--- src/hdl/level_pool_reservoir_routing_defines.svh ---
// Assertion macros shared by the reservoir routing RTL.
// Used by modules that have a clock and a reset signal in scope.
`ifndef LEVEL_POOL_RESERVOIR_ROUTING_DEFINES_SVH
`define LEVEL_POOL_RESERVOIR_ROUTING_DEFINES_SVH

// The consequent holds in the same cycle as the antecedent.
`define LPRR_ASSERT_IMP(name, ante, cons) \
   name: assert property (@(posedge clock) disable iff (reset) (ante) |-> (cons)) \
      else $error("lprr assertion failed");

// The consequent holds in the cycle after the antecedent.
`define LPRR_ASSERT_NXT(name, ante, cons) \
   name: assert property (@(posedge clock) disable iff (reset) (ante) |=> (cons)) \
      else $error("lprr assertion failed");

`endif

--- src/hdl/lprr_pkg.sv ---
// Shared types and constants of the reservoir routing block.
// No dependencies.
`timescale 1ns / 1ps
package lprr_pkg;

   localparam int DATA_W         = 32;
   localparam int DEF_TABLE_ROWS = 16;
   localparam int CSR_IDX_W      = 2;

   typedef enum logic [1:0] {
      MODE_LOAD    = 2'd0,
      MODE_ROUTE   = 2'd1,
      MODE_RESTART = 2'd2
   } mode_type;

   typedef enum logic [CSR_IDX_W-1:0] {
      CSR_ROWS = 2'd0,
      CSR_DT   = 2'd1,
      CSR_H0   = 2'd2
   } csr_index_type;

   typedef enum logic [3:0] {
      OP_NONE,
      OP_LATCH,
      OP_DIV_LOAD,
      OP_LOAD_WR,
      OP_RESTART,
      OP_SUM,
      OP_CMP,
      OP_CAP_HI,
      OP_CAP_LO,
      OP_MUL,
      OP_DIV_INT,
      OP_INTERP,
      OP_DIV_STO,
      OP_FIN
   } op_type;

   typedef struct packed {
      op_type op;
      logic   sel;
   } cmd_type;

   typedef struct packed {
      logic scan_done;
      logic zero_span;
      logic div_busy;
      logic first;
   } status_type;

endpackage

--- src/hdl/lprr_ctrl.sv ---
// Controller state machine: sequences loads, restarts and route steps.
// Depends on lprr_pkg and the assertion macro header.
`timescale 1ns / 1ps
`include "level_pool_reservoir_routing_defines.svh"
module lprr_ctrl import lprr_pkg::*; (
   input  logic       clock,
   input  logic       reset,
   input  logic       req_valid,
   input  logic [1:0] req_mode,
   output logic       req_ready,
   output logic       rsp_valid,
   input  logic       rsp_ready,
   output cmd_type    cmd,
   input  status_type status
);

   typedef enum logic [4:0] {
      S_IDLE,
      S_LDIV,
      S_LWAIT,
      S_RESTART,
      S_SUM,
      S_SWAIT,
      S_CMP,
      S_HWAIT,
      S_HCAP,
      S_LOWAIT,
      S_LCAP,
      S_MUL,
      S_DIVS,
      S_DWAIT,
      S_FIN_I,
      S_DIV2S,
      S_D2WAIT,
      S_OUT
   } state_type;

   state_type state_ff;
   logic      sel_ff;
   logic      out_valid_ff;
   logic      accept;
   logic      div_cmd;

   assign req_ready = (state_ff == S_IDLE);
   assign accept    = req_valid && req_ready;
   assign rsp_valid = out_valid_ff;
   assign div_cmd   = (cmd.op == OP_DIV_LOAD) || (cmd.op == OP_DIV_INT) ||
                      (cmd.op == OP_DIV_STO);

   always_comb begin
      cmd.op  = OP_NONE;
      cmd.sel = sel_ff;
      case (state_ff)
         S_IDLE:    cmd.op = accept ? OP_LATCH : OP_NONE;
         S_LDIV:    cmd.op = OP_DIV_LOAD;
         S_LWAIT:   cmd.op = status.div_busy ? OP_NONE : OP_LOAD_WR;
         S_RESTART: cmd.op = OP_RESTART;
         S_SUM:     cmd.op = OP_SUM;
         S_CMP:     cmd.op = OP_CMP;
         S_HCAP:    cmd.op = OP_CAP_HI;
         S_LCAP:    cmd.op = OP_CAP_LO;
         S_MUL:     cmd.op = OP_MUL;
         S_DIVS:    cmd.op = status.zero_span ? OP_NONE : OP_DIV_INT;
         S_FIN_I:   cmd.op = OP_INTERP;
         S_DIV2S:   cmd.op = OP_DIV_STO;
         S_OUT:     cmd.op = (!out_valid_ff || rsp_ready) ? OP_FIN : OP_NONE;
         default:   cmd.op = OP_NONE;
      endcase
   end

   always_ff @(posedge clock) begin
      if (reset) begin
         state_ff     <= S_IDLE;
         sel_ff       <= 1'b0;
         out_valid_ff <= 1'b0;
      end else begin
         if (state_ff == S_OUT && (!out_valid_ff || rsp_ready)) begin
            out_valid_ff <= 1'b1;
         end else if (out_valid_ff && rsp_ready) begin
            out_valid_ff <= 1'b0;
         end
         case (state_ff)
            S_IDLE: begin
               if (accept) begin
                  case (req_mode)
                     MODE_LOAD:    state_ff <= S_LDIV;
                     MODE_ROUTE:   state_ff <= S_SUM;
                     MODE_RESTART: state_ff <= S_RESTART;
                     default:      state_ff <= S_IDLE;
                  endcase
               end
            end
            S_LDIV:    state_ff <= S_LWAIT;
            S_LWAIT:   if (!status.div_busy) state_ff <= S_IDLE;
            S_RESTART: state_ff <= S_IDLE;
            S_SUM:     state_ff <= S_SWAIT;
            S_SWAIT:   state_ff <= S_CMP;
            S_CMP:     state_ff <= status.scan_done ? S_HWAIT : S_SWAIT;
            S_HWAIT:   state_ff <= S_HCAP;
            S_HCAP:    state_ff <= S_LOWAIT;
            S_LOWAIT:  state_ff <= S_LCAP;
            S_LCAP: begin
               sel_ff   <= 1'b0;
               state_ff <= S_MUL;
            end
            S_MUL:     state_ff <= S_DIVS;
            S_DIVS:    state_ff <= status.zero_span ? S_FIN_I : S_DWAIT;
            S_DWAIT:   if (!status.div_busy) state_ff <= S_FIN_I;
            S_FIN_I: begin
               if (!sel_ff) begin
                  sel_ff   <= 1'b1;
                  state_ff <= S_MUL;
               end else begin
                  state_ff <= status.first ? S_DIV2S : S_OUT;
               end
            end
            S_DIV2S:   state_ff <= S_D2WAIT;
            S_D2WAIT:  if (!status.div_busy) state_ff <= S_OUT;
            S_OUT: begin
               if (!out_valid_ff || rsp_ready) begin
                  state_ff <= S_IDLE;
               end
            end
            default:   state_ff <= S_IDLE;
         endcase
      end
   end

   `LPRR_ASSERT_IMP(a_no_overwrite, cmd.op == OP_FIN, !out_valid_ff || rsp_ready)
   `LPRR_ASSERT_IMP(a_div_idle, div_cmd, !status.div_busy)
   `LPRR_ASSERT_NXT(a_route_start, accept && req_mode == MODE_ROUTE, state_ff == S_SUM)
   `LPRR_ASSERT_NXT(a_div_hold, state_ff == S_DWAIT && status.div_busy, state_ff == S_DWAIT)

endmodule
--- config.mk ---
export PLATFORM = sky130hd
export DESIGN_NAME = lprr_ctrl
export DESIGN_NICKNAME = d
export VERILOG_FILES = /design/src/hdl/lprr_pkg.sv /design/src/hdl/lprr_ctrl.sv
export VERILOG_INCLUDE_DIRS = /design/src /design/src/hdl
export SDC_FILE = /design/constraint.sdc
export NUM_CORES = 1
export LEC_CHECK = 0
export ABC_AREA = 1
export BUFFER_PORTS_ARGS = -buffer_cell sky130_fd_sc_hd__buf_4
export CAP_MARGIN = 20
export CELL_PAD_IN_SITES_DETAIL_PLACEMENT = 1
export CELL_PAD_IN_SITES_GLOBAL_PLACEMENT = 1
export CORE_UTILIZATION = 36
export CTS_BUF_LIST = sky130_fd_sc_hd__clkbuf_4 sky130_fd_sc_hd__clkbuf_8
export CTS_CLUSTER_DIAMETER = 200
export CTS_CLUSTER_SIZE = 25
export DETAILED_ROUTE_END_ITERATION = 12
export PLACE_DENSITY = 0.91
export SLEW_MARGIN = 0
export SYNTH_ARGS = -nofsm -noshare
export SYNTH_HDL_FRONTEND = slang
export SYNTH_SLANG_ARGS = --single-unit
--- constraint.sdc ---
create_clock -name clock -period 1.75 [get_ports clock]
set_clock_uncertainty 0.15 [all_clocks]
set_input_delay 0.2625 -clock clock [delete_from_list [all_inputs] [get_ports clock]]
set_output_delay 0.2625 -clock clock [all_outputs]
set_load 0.02 [all_outputs]
==> results.tsv <==
stage	metric	value	unit
run_status	outcome	complete, but fails checks	
run_status	failing checks	negative setup slack	
sta	Slew Limit Headroom	0.781	
yosys	FF+latch count, synth	7	
die	I/O Pins	17	
yosys	YS warnings	0	
power_and_ir_drop	Switch Pwr	0.000558	W
placement	port bufs	16	
setup_path	crit end category	primary output	
sta	Final Hold Vio Count	0	
placement	gpl congestion	0.893	
sta	Worst Hold Slack	0.0897	ns
yosys	Seq/Total Area, Yosys	0.188	
cts	# clock sinks	7	
yosys	top-area cell type share of the netlist area	0.196	
global_route	GRT Total Usage	0.371	
die	die width	47.6	um
power_and_ir_drop	pwr/cell area	869	nW/um^2
power_and_ir_drop	Combinational Power Share	0.649	
finish	fraction of layout cells with a size suffix above 1	0.549	
sta	Final min period	2.09	ns
setup_path	Reg2Reg Depth	9	
power_and_ir_drop	Leak	0.627	nW
placement	dpl hpwl	2580	um
die	die area	2260	sq um
sta	final worst-path setup slack	-0.340	ns
setup_path	Max FO, Critical Path	5	
global_route	number of global-route vias before repair	1181	
cts	Max H-tree Level	1	
sta	RSZ-0062 raised after global routing	true	
setup_path	Worst path depth	8	
power_and_ir_drop	switching part of the total	0.498	
power_and_ir_drop	internal power	0.000563	W
routing	DR vias	1270	
routing	post-route ant nets	0	
yosys	Post-Syn Area	747	sq um
global_route	first-pass GRT wire length	5630	um
die	core area	1960	sq um
cts	clk_lat worst skew	0.28	ns
routing	routed vias/inst	6.29	
power_and_ir_drop	VDD IR max	0.000596	V
finish	Final nets	186	
routing	routed length per instance	25.5	um
setup_path	Required @ worst endpoint	1.34	ns
cts	CTS tree	yes	
cts	clock-pin transition on the worst setup and hold timing paths	0.08	ns
routing	residual DRC count	0	
yosys	syn_nets	142	
sta	fmax	478	MHz
setup_path	slowest CP cell	dfxtp_4	
global_route	initial antenna violation count	0	
sta	setup_tns	-1.37	ns
routing	Post-Route WL	5150	um
global_route	largest net degree at the start of global routing	8	
finish	Finished Core Util	0.658	
yosys	largest cells by area after synthesis	nand2_1, dfxtp_1, nor2_1	
yosys	largest area contributor in the synthesized netlist	nand2_1	
power_and_ir_drop	Clock Power Share	0.166	
cts	clock root buffer	clkbuf_4	
worst_hold_path	Worst Hold Class	in -> reg	
yosys	syn avg cell area	5.66	sq um
finish	Antenna diodes	0	
worst_hold_path	Hold Path Stages	2	
setup_path	CP max stage delay	0.38	ns
yosys	number of distinct library cells after synthesis	24	
setup_path	crit path DAT	1.68	ns
die	row count	16	
power_and_ir_drop	sequential power share	0.185	
sta	Slew Limit Fails	0	
setup_path	Worst setup SP type	flop	
die	Starting Density	0.381	
sta	Tcrit/Tclk final	1.19	
setup_path	worst setup path class	reg -> out	
routing	initial DRC count	44	
routing	Pre-antenna DRT Iters	4	
finish	area grow syn2layout	72.7	%
global_route	grt total ovfl	0	
sta	final setup vio count	8	
setup_path	CP bufs+invs	4	
setup_path	critical path's top delay family	buffers and inverters	
die	Die H	47.6	um
sta	Slew @ Worst Pin	0.323	ns
cts	Max Buffers Root-to-Sink	2	
cts	hold_buf cts	0	
cts	CTS buffer count	3	
setup_path	crit path cell chain	clkinv_2, buf_4, nor2_2, inv_1, nor2_1, nor2_2, o311ai_1, buf_4	
flow_run	max-cap viol count	0	
yosys	Post-Synthesis Cells	132	
routing by layer:
metal  wire, um  share of wire  track usage
met3        571           0.11        0.174
met4        329          0.064        0.211
met1       1800           0.35        0.346
met5          0              0            0
met2       2440           0.47        0.663
cell usage after synthesis:
master     number
nand3_2         2
o21ai_0         3
nor2_2          4
a21oi_2         1
clkinv_2        2
a21boi_0        1
o211ai_1        1
a21oi_1        10
nand4_1         2
nand2_1        39
buf_4           2
nor2_1         19
inv_2           4
inv_1          14
nor3b_1         1
dfxtp_1         7
nand3_1         7
o2111ai_1       2
o311ai_1        1
nand2_4         1
nand2_2         4
or2_1           1
nor3_1          1
nor2_4          3
sequential cells by signal, indices dropped and copies added, names as in the netlist:
register,cells
rsp_valid,1
state_ff,5
sel_ff,1
area by class of cell:
type / instances / area [sq um]
Multi-Input combinational cell: 103 / 664
Inverter: 20 / 80.1
Clock buffer: 4 / 30.0
Timing Repair Buffer: 41 / 323
Fill cell: 252 / 672
Sequential cell: 7 / 159
Tap cell: 27 / 33.8
path summary, 6_finish.rpt:
check              start          end  slack, ns
max reg2reg  state_ff[2]  state_ff[2]      -0.05
min                reset  state_ff[3]       0.09
min reg2reg  state_ff[4]  state_ff[4]       0.40
max          state_ff[0]       cmd[4]      -0.34
kinds of logic after synthesis:
family	Yosys count	synth area share
AND/OR/NAND/NOR	84	0.534
AO/OA/AOI/OAI	19	0.154
buffers and inverters	22	0.124
flip-flops	7	0.188
placed cells by master (no fill, tap or decap), types with 2 or more instances in the layout:
cell	n
nor2_2	5
nand2_2	9
a21oi_1	5
nand3_1	5
inv_2	5
o21ai_0	3
nand2_4	3
clkinv_2	2
dfxtp_4	5
clkbuf_4	4
dfxtp_1	2
nand3_2	2
a21oi_4	3
nand3_4	2
inv_1	12
buf_6	4
nor2_1	12
nand2_1	32
buf_4	37
nand4_1	2
nor2_4	9
a21oi_2	3
repair_timing:
action / in CTS / in global routing
pin swaps: 7 / 5
buffers inserted: 6 / 3
gates resized for setup: 28 / 25
endpoints found under the setup margin: 4 / 9
power by group through the flow:
stage | logic (W) | clock network [W] | registers [W]
6_report | 0.000728 | 0.000187 | 0.000207
5_1_grt | 0.000760 | 0.000195 | 0.000207
4_1_cts | 0.000581 | 0.000168 | 0.000201
3_5_place_dp | 0.000497 | 0 | 0.000199
3_3_place_gp | 0.000468 | 0 | 0.000197
2_1_floorplan | 0.000296 | 0 | 0.000192
metrics by stage:
step	setup slack (ns)	std cells	power, W	instance area [sq um]
after detailed placement	-0.0131	189	0.000695	1010
after global routing	-0.413	202	0.00116	1290
after global placement	0.0399	189	0.000665	1010
after floorplan	0.150	132	0.000489	747
final	-0.340	202	0.00112	1290
after CTS	-0.119	199	0.000950	1170
worst reg2reg max path, stage by stage, from the launching register on:
cell and delay (ns):
dfxtp_4 0.38, buf_4 0.14, nand2_2 0.10, clkinv_2 0.08, buf_4 0.16, nand3_2 0.11, nand3_4 0.11, a21oi_4 0.19
nand2_1 0.11, a21oi_2 0.19
Note: power is estimated with default switching activity, not from simulation.
